$ cat src/sv/rdd_pkg.sv
// ----------------------------------------------------------------------------
// Resource deadlock detector package
// Shared widths, codes, controller states and control bundles.
// ----------------------------------------------------------------------------
`timescale 1ns / 1ps

package rdd_pkg;

  localparam int AMT_W         = 8;
  localparam int WORK_W        = 12;
  localparam int NUM_AMT       = 3;
  localparam int PIDX_W        = 3;
  localparam int COUNT_W       = 4;
  localparam int MASK_W        = 8;
  localparam int MAX_PROCESSES = 16;
  localparam int DEF_PROCESSES = 8;
  localparam int DEF_RESOURCES = 3;

  localparam logic [WORK_W-1:0] WORK_MAX = {WORK_W{1'b1}};

  typedef logic [NUM_AMT-1:0][AMT_W-1:0] amt_vec_t;

  typedef enum logic {
    OP_AVAIL = 1'b0,
    OP_ROW   = 1'b1
  } opcode_e;

  typedef enum logic [1:0] {
    ST_IDLE,
    ST_SCAN,
    ST_REPORT
  } state_e;

  typedef struct packed {
    logic load_avail;
    logic load_row;
    logic det_init;
    logic scan_step;
    logic pass_restart;
    logic capture;
  } cmd_t;

  typedef struct packed {
    logic none_loaded;
    logic last_idx;
    logic progress;
  } status_t;

endpackage

$ cat src/sv/rdd_ctrl.sv
// ----------------------------------------------------------------------------
// Resource deadlock detector controller
// Sequences word loads, detection passes and the result report.
// ----------------------------------------------------------------------------
`timescale 1ns / 1ps

module rdd_ctrl import rdd_pkg::*; (
  input  logic    clk_i,
  input  logic    rst_ni,
  input  logic    start_i,
  input  logic    opcode_i,
  input  logic    last_row_i,
  input  status_t status_i,
  output cmd_t    cmd_o,
  output logic    busy_o
);

  state_e state_q, state_d;

  always_ff @(posedge clk_i or negedge rst_ni) begin
    if (!rst_ni) begin
      state_q <= ST_IDLE;
    end else begin
      state_q <= state_d;
    end
  end

  always_comb begin
    state_d = state_q;
    unique case (state_q)
      ST_IDLE: begin
        if (start_i && (opcode_i == OP_ROW) && last_row_i) begin
          state_d = ST_SCAN;
        end
      end
      ST_SCAN: begin
        if (status_i.none_loaded) begin
          state_d = ST_REPORT;
        end else if (status_i.last_idx && !status_i.progress) begin
          state_d = ST_REPORT;
        end
      end
      ST_REPORT: begin
        state_d = ST_IDLE;
      end
      default: begin
        state_d = ST_IDLE;
      end
    endcase
  end

  always_comb begin
    cmd_o  = '0;
    busy_o = 1'b1;
    unique case (state_q)
      ST_IDLE: begin
        busy_o           = 1'b0;
        cmd_o.load_avail = start_i && (opcode_i == OP_AVAIL);
        cmd_o.load_row   = start_i && (opcode_i == OP_ROW);
        cmd_o.det_init   = start_i && (opcode_i == OP_ROW) && last_row_i;
      end
      ST_SCAN: begin
        cmd_o.scan_step    = !status_i.none_loaded;
        cmd_o.pass_restart = !status_i.none_loaded && status_i.last_idx &&
                             status_i.progress;
      end
      ST_REPORT: begin
        cmd_o.capture = 1'b1;
      end
      default: begin
        busy_o = 1'b1;
      end
    endcase
  end

endmodule

$ cat src/sv/rdd_datapath.sv
// ----------------------------------------------------------------------------
// Resource deadlock detector datapath
// Holds the process rows and work vector and evaluates one row per cycle.
// ----------------------------------------------------------------------------
`timescale 1ns / 1ps

module rdd_datapath import rdd_pkg::*; #(
  parameter int PROCESSES = DEF_PROCESSES,
  parameter int RESOURCES = DEF_RESOURCES
) (
  input  logic               clk_i,
  input  logic               rst_ni,
  input  cmd_t               cmd_i,
  input  logic [PIDX_W-1:0]  process_index_i,
  input  amt_vec_t           amount_i,
  input  amt_vec_t           request_i,
  output status_t            status_o,
  output logic               done_o,
  output logic               deadlocked_o,
  output logic [COUNT_W-1:0] finished_count_o,
  output logic [MASK_W-1:0]  stuck_mask_o
);

  localparam int IdxW = (PROCESSES > 1) ? $clog2(PROCESSES) : 1;
  localparam int CntW = $clog2(PROCESSES + 1);
  localparam int ExtW = $clog2(MAX_PROCESSES + 1);

  logic [RESOURCES-1:0][AMT_W-1:0]  alloc_q   [PROCESSES];
  logic [RESOURCES-1:0][AMT_W-1:0]  req_q     [PROCESSES];
  logic [RESOURCES-1:0][WORK_W-1:0] work_q, work_d;
  logic [PROCESSES-1:0]             fin_q;
  logic [IdxW-1:0]                  idx_q;
  logic [CntW-1:0]                  n_q;
  logic [CntW-1:0]                  cnt_q;
  logic                             progress_q;
  logic                             done_q;
  logic                             dead_q;
  logic [COUNT_W-1:0]               fcount_q;
  logic [MASK_W-1:0]                stuck_q;

  logic [ExtW-1:0]          pidx_ext;
  logic                     in_range;
  logic [IdxW-1:0]          waddr;
  logic                     fit;
  logic                     zero_alloc;
  logic                     fin_now;
  logic [MAX_PROCESSES-1:0] fin_ext;
  logic [MAX_PROCESSES-1:0] loaded;
  logic [MAX_PROCESSES-1:0] stuck_all;
  logic [ExtW-1:0]          cnt_ext;

  assign pidx_ext = ExtW'(process_index_i);
  assign in_range = pidx_ext < ExtW'(PROCESSES);
  assign waddr    = pidx_ext[IdxW-1:0];

  always_comb begin
    logic [WORK_W:0] sum;
    fit        = 1'b1;
    zero_alloc = 1'b1;
    work_d     = work_q;
    for (int j = 0; j < RESOURCES; j++) begin
      if (WORK_W'(req_q[idx_q][j]) > work_q[j]) begin
        fit = 1'b0;
      end
      if (alloc_q[idx_q][j] != '0) begin
        zero_alloc = 1'b0;
      end
    end
    fin_now = !fin_q[idx_q] && (fit || zero_alloc);
    for (int j = 0; j < RESOURCES; j++) begin
      sum = (WORK_W + 1)'(work_q[j]) + (WORK_W + 1)'(alloc_q[idx_q][j]);
      work_d[j] = sum[WORK_W] ? WORK_MAX : sum[WORK_W-1:0];
    end
  end

  assign status_o.none_loaded = (n_q == '0);
  assign status_o.last_idx    = (CntW'(idx_q) + CntW'(1)) == n_q;
  assign status_o.progress    = progress_q || fin_now;

  always_ff @(posedge clk_i) begin
    if (cmd_i.load_row && in_range) begin
      for (int j = 0; j < RESOURCES; j++) begin
        alloc_q[waddr][j] <= amount_i[j];
        req_q[waddr][j]   <= request_i[j];
      end
    end
  end

  always_ff @(posedge clk_i or negedge rst_ni) begin
    if (!rst_ni) begin
      work_q     <= '0;
      fin_q      <= '0;
      idx_q      <= '0;
      n_q        <= '0;
      cnt_q      <= '0;
      progress_q <= 1'b0;
    end else begin
      if (cmd_i.load_avail) begin
        for (int j = 0; j < RESOURCES; j++) begin
          work_q[j] <= WORK_W'(amount_i[j]);
        end
        n_q   <= '0;
        fin_q <= '0;
      end
      if (cmd_i.load_row && in_range && (n_q != CntW'(PROCESSES))) begin
        n_q <= n_q + CntW'(1);
      end
      if (cmd_i.det_init) begin
        fin_q      <= '0;
        cnt_q      <= '0;
        idx_q      <= '0;
        progress_q <= 1'b0;
      end
      if (cmd_i.scan_step) begin
        if (fin_now) begin
          work_q        <= work_d;
          fin_q[idx_q]  <= 1'b1;
          cnt_q         <= cnt_q + CntW'(1);
        end
        if (cmd_i.pass_restart) begin
          idx_q      <= '0;
          progress_q <= 1'b0;
        end else begin
          idx_q      <= idx_q + IdxW'(1);
          progress_q <= progress_q || fin_now;
        end
      end
      if (cmd_i.capture) begin
        n_q <= '0;
      end
    end
  end

  always_comb begin
    fin_ext = MAX_PROCESSES'(fin_q);
    for (int i = 0; i < MAX_PROCESSES; i++) begin
      loaded[i] = ExtW'(i) < ExtW'(n_q);
    end
    stuck_all = loaded & ~fin_ext;
    cnt_ext   = ExtW'(cnt_q);
  end

  always_ff @(posedge clk_i or negedge rst_ni) begin
    if (!rst_ni) begin
      done_q <= 1'b0;
    end else begin
      done_q <= cmd_i.capture;
    end
  end

  always_ff @(posedge clk_i) begin
    if (cmd_i.capture) begin
      dead_q   <= |stuck_all;
      fcount_q <= (cnt_ext > ExtW'(15)) ? COUNT_W'(15) : cnt_ext[COUNT_W-1:0];
      stuck_q  <= stuck_all[MASK_W-1:0];
    end
  end

  assign done_o           = done_q;
  assign deadlocked_o     = dead_q;
  assign finished_count_o = fcount_q;
  assign stuck_mask_o     = stuck_q;

endmodule

$ cat src/sv/resource_deadlock_detector_top.sv
// ----------------------------------------------------------------------------
// Resource deadlock detector
// Loads an available vector and process rows, then finds the stuck set.
// ----------------------------------------------------------------------------
//  Channel  | Handshake                   | Ports
//  ---------+-----------------------------+--------------------------------
//  input    | start high while busy low   | opcode, index, last, amounts
//  result   | done_o strobe, one cycle    | deadlocked, count, stuck mask
//
// Each load word is accepted while busy is low; busy stays low between words.
// A row word with last_row_i set raises busy for the detection passes and
// the report, where n is the number of loaded rows and passes is at most
// n + 1; one stored row is evaluated per cycle. With no row loaded, busy
// covers only the scan and report states. done_o follows as busy falls.
// Reset clears the controller, the work vector and the row count.
// The receiver cannot stall; the result is valid for the done_o cycle only.
`timescale 1ns / 1ps

module resource_deadlock_detector_top import rdd_pkg::*; #(
  parameter int PROCESSES = DEF_PROCESSES,
  parameter int RESOURCES = DEF_RESOURCES
) (
  input  logic               clk_i,
  input  logic               rst_ni,
  input  logic               start,
  output logic               busy,
  input  logic               opcode_i,
  input  logic [PIDX_W-1:0]  process_index_i,
  input  logic               last_row_i,
  input  logic [AMT_W-1:0]   amount_0_i,
  input  logic [AMT_W-1:0]   amount_1_i,
  input  logic [AMT_W-1:0]   amount_2_i,
  input  logic [AMT_W-1:0]   request_0_i,
  input  logic [AMT_W-1:0]   request_1_i,
  input  logic [AMT_W-1:0]   request_2_i,
  output logic               done_o,
  output logic               deadlocked_o,
  output logic [COUNT_W-1:0] finished_count_o,
  output logic [MASK_W-1:0]  stuck_mask_o
);

  cmd_t     cmd;
  status_t  status;
  amt_vec_t amounts;
  amt_vec_t requests;

  assign amounts  = {amount_2_i, amount_1_i, amount_0_i};
  assign requests = {request_2_i, request_1_i, request_0_i};

  rdd_ctrl u_ctrl (
    .clk_i      (clk_i),
    .rst_ni     (rst_ni),
    .start_i    (start),
    .opcode_i   (opcode_i),
    .last_row_i (last_row_i),
    .status_i   (status),
    .cmd_o      (cmd),
    .busy_o     (busy)
  );

  rdd_datapath #(
    .PROCESSES (PROCESSES),
    .RESOURCES (RESOURCES)
  ) u_datapath (
    .clk_i            (clk_i),
    .rst_ni           (rst_ni),
    .cmd_i            (cmd),
    .process_index_i  (process_index_i),
    .amount_i         (amounts),
    .request_i        (requests),
    .status_o         (status),
    .done_o           (done_o),
    .deadlocked_o     (deadlocked_o),
    .finished_count_o (finished_count_o),
    .stuck_mask_o     (stuck_mask_o)
  );

endmodule

$ cat config.mk
export PLATFORM = sky130hd
export DESIGN_NAME = resource_deadlock_detector_top
export DESIGN_NICKNAME = d
export VERILOG_FILES = /design/src/sv/rdd_pkg.sv /design/src/sv/rdd_ctrl.sv /design/src/sv/rdd_datapath.sv /design/src/sv/resource_deadlock_detector_top.sv
export SDC_FILE = /design/constraint.sdc
export NUM_CORES = 1
export LEC_CHECK = 0
export ABC_AREA = 0
export BUFFER_PORTS_ARGS = -buffer_cell sky130_fd_sc_hd__buf_2
export CAP_MARGIN = 20
export CELL_PAD_IN_SITES_DETAIL_PLACEMENT = 1
export CELL_PAD_IN_SITES_GLOBAL_PLACEMENT = 2
export CORE_MARGIN = 4
export CORE_UTILIZATION = 35
export DETAILED_ROUTE_END_ITERATION = 10
export HOLD_SLACK_MARGIN = 0.1
export PLACE_DENSITY_LB_ADDON = 0.1
export SKIP_LAST_GASP = 1
export SYNTH_ARGS = -nofsm -noshare
export SYNTH_HDL_FRONTEND = slang
export SYNTH_SLANG_ARGS = --single-unit
$ cat constraint.sdc
create_clock -name clk_i -period 14.6 [get_ports clk_i]
set_clock_uncertainty 0.05 [all_clocks]
set_input_delay 2.19 -clock clk_i [delete_from_list [all_inputs] [get_ports clk_i]]
set_output_delay 2.19 -clock clk_i [all_outputs]
set_load 0.1 [all_outputs]
# Word-level counts from Yosys, hierarchy flattened
# Memories as Yosys holds them, arrays and structs flattened.
# Index checks and enable logic that the tools add are counted.
totals:
  ff_bits: 72
  word_cells: 120
  ramBits: 384
  inputBits: 56
  n_memories: 2
op_classes:
  n_addsub: 7
  n_lt_le_gt_ge: 22
  n_mux: 42
  bitwise_logic: 4
  n_eq_ne: 6
  reduce_logical: 24
mem_list:
  columns: ["name", "words", "width", "rd", "rd_clocked_by_memory_dff", "write_ports", "line", "rtl"]
  rows:
  - ["u_datapath.alloc_q", 8, 24, 1, 0, 1, "rdd_datapath.sv:28", "logic [RESOURCES-1:0][AMT_W-1:0] alloc_q [PROCESSES];"]
  - ["u_datapath.req_q", 8, 24, 1, 0, 1, "rdd_datapath.sv:29", "logic [RESOURCES-1:0][AMT_W-1:0] req_q [PROCESSES];"]
ops:
  columns: ["op", "count"]
  rows:
  - ["2-to-1 mux 36 bit", 3]
  - ["adder 12 x 8 -> 13 bit", 3]
  - ["> comparator 8 x 12 -> 1 bit", 3]
  - ["2-to-1 mux 12 bit", 3]
  - ["2-to-1 mux 8 bit", 4]
  - ["less-than comparator 4 bit, first input constant", 7]
  - ["2-to-1 mux 4 bit", 6]
  - ["nonzero test 8 bit", 3]
  - ["AND 15 x 16 -> 16 bit", 1]
  - ["less-than comparator 3 x 4 -> 1 bit, first input constant", 4]
  - ["NOT 8 -> 16 bit", 1]
  - ["OR reduction 16 bit", 1]
  - ["2-to-1 mux 1 bit", 15]
  - ["2-to-1 mux 3 bit", 4]
  - ["logical AND 1 bit", 10]
  - ["adder 4 x 1 -> 4 bit, second input constant", 2]
  - ["less-than comparator 1 x 4 -> 1 bit, first input constant", 2]
  - ["less-than comparator 2 x 4 -> 1 bit, first input constant", 2]
  - ["less-than comparator 3 x 4 -> 1 bit, second input constant", 2]
  - ["2-to-1 mux 2 bit", 4]
  - ["bitwise OR 8 bit", 1]
  - ["adder 3 x 1 -> 4 bit, second input constant", 1]
  - ["== test 4 bit", 1]
  - ["> comparator 4 bit, second input constant", 1]
  - ["18 further kinds", 21]

# Longest topological paths before layout
# Gate-level depths: netlist of the first run.
# An unclocked memory read counts as a cell.
depth:
  depth_word: 13
  ltp_mapped: 22
  depth_no_buf: 17

# By module
# From an unflattened synthesis of the first run, not the netlist that was laid out.
hier_totals:
  hier_cells: 1234
  hier_area_um2: 19377.3
modules_own_cells:
  columns: ["mod", "cells_each", "seq_area_each_um2", "n_inst", "area_per_inst_um2"]
  rows:
  - ["rdd_datapath", 1218, 13347.8, 1, 19225.9]
  - ["rdd_ctrl", 16, 50.0, 1, 151.4]

# Worst setup path before layout of the first run
# OpenSTA, ideal clock, no wires.
synth_path:
  kind: "input to register"
  start: "in opcode_i"
  end: "mem u_datapath.alloc_q[0][0] (netlist name), enable pin"
  path_slack_ps: 8224
  setup_time_ps: 513
  t_arrival_ps: 5813
  path_stages: 3
  path_cell_list: "and3_1 nand2b_1 nor3_1"
synth_via:
  elab_chain_len: 5
synth_rtl:
  columns: ["item", "line", "rtl"]
  rows:
  - ["from (decl)", "resource_deadlock_detector_top.sv:27", "input logic opcode_i,"]
  - ["logical AND 1 bit", "rdd_ctrl.sv:59", "cmd_o.load_row = start_i && (opcode_i == OP_ROW);"]
  - ["2-to-1 mux 3 bit", "rdd_ctrl.sv:55", "unique case (state_q)"]
  - ["logical AND 1 bit", "rdd_datapath.sv:81", "if (cmd_i.load_row && in_range) begin"]
  - ["2-to-1 mux 1 bit", "rdd_datapath.sv:81", null]
  - ["2-to-1 mux 1 bit (not written as such)", "rdd_datapath.sv:83", "alloc_q[waddr][j] <= amount_i[j];"]
  - ["to (decl)", "rdd_datapath.sv:28", null]
# No other way between the ends.

# Worst setup path after layout of the first run
layout_path:
  start: "reg u_datapath.idx_q[1]"
  end: "reg u_datapath.work_q[35] (netlist name)"
layout_via:
  elab_chain_len: 9
layout_rtl:
  columns: ["item", "line", "rtl"]
  rows:
  - ["from (decl)", "rdd_datapath.sv:32", "logic [IdxW-1:0] idx_q;"]
  - ["from (signal assigned)", "rdd_datapath.sv:124", "idx_q <= idx_q + IdxW'(1);"]
  - ["memory read (8 x 24 bit) (on tied branches)", null, null]
  - ["> comparator 8 x 12 -> 1 bit or nonzero test 8 bit (tied branches)", "rdd_datapath.sv:62, rdd_datapath.sv:65", null]
  - ["2-to-1 mux 1 bit (on tied branches) (3 in a row)", "rdd_datapath.sv:62, rdd_datapath.sv:65", null]
  - ["logical OR 1 bit", "rdd_datapath.sv:69", "fin_now = !fin_q[idx_q] && (fit || zero_alloc);"]
  - ["logical AND 1 bit", "rdd_datapath.sv:69", null]
  - ["2-to-1 mux 36 bit (*)", "rdd_datapath.sv:115", "if (fin_now) begin"]
  - ["2-to-1 mux 36 bit (*)", "rdd_datapath.sv:114", "if (cmd_i.scan_step) begin"]
  - ["to (signal, indexed assignment)", "rdd_datapath.sv:100", "work_q[j] <= WORK_W'(amount_i[j]);"]
  - ["to (signal assigned)", "rdd_datapath.sv:116", "work_q <= work_d;"]
  - ["to (decl)", "rdd_datapath.sv:30", "logic [RESOURCES-1:0][WORK_W-1:0] work_q, work_d;"]
# Every way passes the cells marked *; elsewhere a longest branch is shown, timed or not. The select of a mux whose other input is x is not followed.
# A chain may end at the register's enable or synchronous reset.

==> run metrics, run 1 <==
outcome finished, final reports clean; Total GRT Usage 19.8%; Post-synth EDFFs 397; Avg Vias per Cell 5.41; Least-Margin Pin Slew 1100 ps; WP data arrival 6520 ps; Avg WL per Cell 26.7 um; gpl congestion 0.811; CP max-delay cell buf_4; hold_sp u_datapath.cnt_q[1]$_DFF_PN0_; Worst-path clk slew 60 ps; Sink Count 456; Initial DRT Pass Iterations 5; die height 245 um; Hold Path End u_datapath.finished_count_o[1]$_DFFE_PP_; Place WS 8510 ps; fmax 0.164 GHz; number of core rows 86; # Max-Cap Violations 0; vias in the first global route 12600; final count of hold timing violations 0; post-DP HPWL 36800 um; Starting Density 35.5%; initial antenna violation count 0; maximum root-to-sink buffer count 3; largest fanout on the critical path 68; Worst Hold Class reg2reg; reg2reg end u_datapath.work_q[35]$_DFF_PN0_; total wire length 59600 um; R2R cell count 16; # hold bufs at CTS 0; Total Power 4.18 mW; Setup Buffers After CTS 0; area occupied by multi-input gates 5850 um2; Yosys warnings 0; Final Max Tran Viols 0; worst path cell trace buf_4, buf_4, nor3b_2, buf_4, a22o_1, a221oi_1, nand3_1, ha_1, nand4_1, o21ai_0, a211oi_1, nor3_1, a22oi_1, or3_4, or4_1, o211a_1; FILL cells 5618; RSZ-0062 raised after global routing false; worst vdd ir 0.0980 mV; Die X 245 um; setup violators final 0; cts repair resizes 0; most common cell after layout, fill and taps aside edfxtp_1; DRC Markers 0; first-pass GRT wire length 87600 um; hold path cells 0; layout cells sized above 1 16.1%; vias 12100; Synthesized Nets 1470; final worst setup slack 8500 ps; Pleak 7.85 nW; drt initial violations 805; TNS Setup 0 ps; Post-synth ARST share 12.9%; Mapped Area 19700 um2; pwr/cell area 185 nW/um2; Syn Area/Cell 14.5 um2; io pins 71; fin crit share 41.8%; CP peak stage delay 720 ps; clock buffer count from CTS 51; Synth Instances 1359; register area share after synthesis 68.1%; r2r setup slk 8500 ps; grt ovf 0; fin nets 1558; pin count of the biggest net entering global routing 69; core box area 55300 um2; TritonCTS clock tree yes; area grow syn2layout 14.8%; Cell variety after synth 73; most frequent CP cell buf_4; Final min period 6100 ps; startpoint types flip-flop; number of port buffers 70; Detail Route Antenna Nets 0; die area 60000 um2; critical path startpoint u_datapath.idx_q[1]$_DFFE_PN0P_; later-pin clock latency in the skew report 600 ps; Reg-to-Reg Start u_datapath.idx_q[1]$_DFFE_PN0P_; Yosys reg bits 456; # H-tree levels 2; Critical Path Sink Type flip-flop; WS Path Type reg2reg; most frequent cells in the layout edfxtp_1, nand2_1, buf_2, a22oi_1, dfrtp_1; register area 13400 um2; Slew headroom 25.7%; ys flop type edfxtp_1; Root Buffer clkbuf_16; Worst EP required 15010 ps
==> where the power goes <==
group / internal (mW) / leakage [nW] / switching (mW)
sequential: 1.51 / 4.36 / 0.0973
clock: 0.727 / 0.774 / 0.519
combinational: 0.475 / 2.72 / 0.850
==> cell usage after synthesis (13+ instances only) <==
library cell / n / area, um2
nor2b_1: 20 / 125
xnor2_1: 13 / 114
clkbuf_1: 38 / 143
ha_1: 52 / 651
a221oi_1: 15 / 131
buf_2: 13 / 65.1
dfrtp_1: 59 / 1480
nand3_1: 22 / 110
nand4_1: 18 / 113
mux4_2: 28 / 631
edfxtp_1: 397 / 11900
mux2_2: 13 / 146
mux2i_1: 40 / 400
inv_1: 50 / 188
o21ai_0: 36 / 180
nand2_1: 111 / 417
a31oi_1: 29 / 181
a21oi_1: 45 / 225
a22oi_1: 59 / 443
nor2_1: 61 / 229
nor3_1: 56 / 280
==> logic make-up (layout without fill, tap and decap cells) <==
kind of cell	count (synthesis)	in the layout	share of synthesized area, %
xor gates and xnor gates	16	16	0.713
other	0	1	0
buffers and inverters	116	242	2.55
and+or+nand+nor	348	348	8.68
DFF	456	456	68.1
muxes	82	82	6.06
AOI/OAI and AO/OA	286	286	10.2
adders and majority gates	55	55	3.61
==> per-stage QoR <==
stage	util [%]	instance area, um2	std cells	hold slack (ps)
global route	40.8	22600	2233	479
CTS	40.8	22600	2232	468
floorplan	-	19700	1359	420
detailed placement	37.9	21000	2141	468
global placement	37.9	20900	2140	441
finish	40.8	22600	2234	464
==> area by class of cell <==
type                    instances  share of cell area [%]
diodes                          1                  0.0111
flip-flops and latches        456                    59.4
clock buffers                  67                    6.06
clock inverters                24                    1.01
multi-input cells             787                    25.9
well taps                     748                    4.15
repair buffers                101                    2.61
inverters                      50                   0.832
==> sequential cells by signal, indices dropped and copies added (netlist names) <==
signal and count:
u_datapath.alloc_q 192, u_datapath.stuck_mask_o 8, u_datapath.idx_q 3, u_datapath.n_q 4
u_datapath.done_o 1, u_datapath.work_q 36, u_datapath.fin_q 8, u_datapath.deadlocked_o 1
u_datapath.finished_count_o 4, u_ctrl.state_q 2, u_datapath.cnt_q 4, u_datapath.req_q 192
u_datapath.progress_q 1
==> worst max-delay path: cells and delay by family, from the launching register on <==
family | cells | cell delay [ps]
and+or+nand+nor | 6 | 2080
buffers and inverters | 3 | 1520
AOI/OAI and AO/OA | 6 | 1190
DFF | 1 | 660
adders and majority gates | 1 | 350
==> worst max-delay path by stage <==
stage / endpoint
floorplan: u_datapath.alloc_q[0][0]$_DFFE_PP_
global placement: u_datapath.work_q[23]$_DFF_PN0_
detailed placement: u_datapath.work_q[23]$_DFF_PN0_
CTS: u_datapath.work_q[23]$_DFF_PN0_
global route: u_datapath.work_q[5]$_DFF_PN0_
finish: u_datapath.work_q[35]$_DFF_PN0_
==> layer usage <==
metal / track usage (%) / up-vias / share of wire (%)
met5: 0 / - / 0
met4: 4.21 / 0 / 1.8
met3: 3.48 / 62 / 4.6
met2: 32.5 / 271 / 47
met1: 27.9 / 6268 / 46
li1: - / 5482 / -
Power figures use the tool's default switching activity.
==> run 2: changes to the inputs <==
==> constraint.sdc (replaced) <==
create_clock -name clk_i -period 5.5 [get_ports clk_i]
set_clock_uncertainty 0.05 [all_clocks]
set_input_delay 0.825 -clock clk_i [delete_from_list [all_inputs] [get_ports clk_i]]
set_output_delay 0.825 -clock clk_i [all_outputs]
set_load 0.1 [all_outputs]
==> run 2 against run 1 <==
Compared with the run above: non-clock buffer count rose by 27; maximum frequency rose by 19%; utilization rose by 0.66 points; critical path depth rose by 1; worst setup slack got worse by 8100 ps; via count rose by 1.6%; power rose to 2.7 times the previous value; combinational power rose to 2.8 times the previous value; sequential cell count did not move; cell area rose by 1.6%; first-iteration DRC count rose by 32%.
==> run metrics, run 2 (same netlist as run 1, synthesis figures left out) <==
Reg-to-Reg Start u_datapath.idx_q[1]$_DFFE_PN0P_; vias in the first global route 12800; die area 60000 um2; drt initial violations 1063; most common cell after layout, fill and taps aside edfxtp_1; Place WS 475 ps; critical path startpoint u_datapath.idx_q[1]$_DFFE_PN0P_; cts repair resizes 0; # Max-Cap Violations 0; Total GRT Usage 20.1%; Sink Count 456; clock buffer count from CTS 52; gpl congestion 0.839; outcome finished, final reports clean; Least-Margin Pin Slew 1140 ps; layout cells sized above 1 17.9%; post-DP HPWL 40500 um; maximum root-to-sink buffer count 3; TritonCTS clock tree yes; Avg Vias per Cell 5.42; biggest regs u_datapath.alloc_q x192, u_datapath.req_q x192, u_datapath.work_q x36; pin count of the biggest net entering global routing 49; Die X 245 um; r2r setup slk 370 ps; R2R cell count 17; # H-tree levels 2; reg2reg end u_datapath.work_q[31]$_DFF_PN0_; RSZ-0062 raised after global routing false; number of core rows 86; number of port buffers 70; Avg WL per Cell 26.7 um; fmax 0.195 GHz; later-pin clock latency in the skew report 610 ps; DR top layer met4; setup violators final 0; fin nets 1586; Worst Hold Class in2async; startpoint types flip-flop; die height 245 um; WHS 293 ps; Inserted Diodes 0; # hold bufs at CTS 0; Worst-path clk slew 70 ps; Slew headroom 24.2%; Critical Path Sink Type flip-flop; io pins 71; final worst setup slack 372 ps; met2 WL post-DR 28500 um; core box area 55300 um2; end-of-flow core utilization 41.5%; worst vdd ir 0.236 mV; WP data arrival 5530 ps; TNS Setup 0 ps; DRC Markers 0; Total Power 11.4 mW; vias 12300; pwr/cell area 496 nW/um2; met1 WL 28300 um; Setup Buffers After CTS 0; grt ovf 0; Initial DRT Pass Iterations 5; Final min period 5130 ps; Starting Density 35.5%; area grow syn2layout 16.6%; Pleak 8.06 nW; Root Buffer clkbuf_16; WS Path Type reg2reg; Detail Route Antenna Nets 0; fin crit share 93.2%; initial antenna violation count 1; largest fanout on the critical path 38; Final Max Tran Viols 0; met3 wire len 2170 um; first-pass GRT wire length 89000 um; final count of hold timing violations 0; total wire length 60400 um; Worst EP required 5900 ps; most frequent cells in the layout edfxtp_1, nand2_1, buf_2, a22oi_1, dfrtp_1
run 2: worst max path at each step:
stage,endpoint,slack [ps],cells past startpoint
5_1_grt,u_datapath.work_q[31]$_DFF_PN0_,120,17
3_5_place_dp,u_datapath.work_q[31]$_DFF_PN0_,480,17
2_1_floorplan,u_datapath.alloc_q[0][0]$_DFFE_PP_,490,3
4_1_cts,u_datapath.work_q[31]$_DFF_PN0_,400,17
3_3_place_gp,u_datapath.work_q[31]$_DFF_PN0_,450,17
6_report,u_datapath.work_q[31]$_DFF_PN0_,370,17
run 2: metrics by stage:
step | area [um2] | std cells
finish | 22900 | 2265
global route | 22900 | 2265
CTS | 22900 | 2265
detailed placement | 21200 | 2169
global placement | 21200 | 2168
floorplan | 19700 | 1359
run 2: cell type report:
class                   instances  area, um2
flip-flops and latches        456      13400
well taps                     748        936
clock inverters                32        364
fillers                      5655      32400
inverters                      50        188
repair buffers                128        821
clock buffers                  64       1370
multi-input cells             787       5850
run 2: layer usage:
metal | vias to the layer above | track usage, %
met4 | 0 | 5.37
met3 | 74 | 2.53
met5 | - | 0
met2 | 218 | 32.5
met1 | 6449 | 28.8
li1 | 5535 | -
run 2: where the power goes:
group | switching, mW | internal [mW]
clock | 1.43 | 2.10
sequential | 0.217 | 4.00
combinational | 2.32 | 1.31
run 2: critical path, cell delays in order, from the launching register on:
cell	delay (ps)
dfrtp_4	620
buf_12	260
buf_4	510
mux2_2	450
o22ai_1	370
a221o_1	200
inv_1	50
ha_1	310
nor2b_1	140
o21ai_0	220
a21boi_0	160
o21ai_0	180
nand2b_1	110
a31oi_1	570
nor3_1	110
buf_4	220
a211oi_1	280
a31oi_1	70
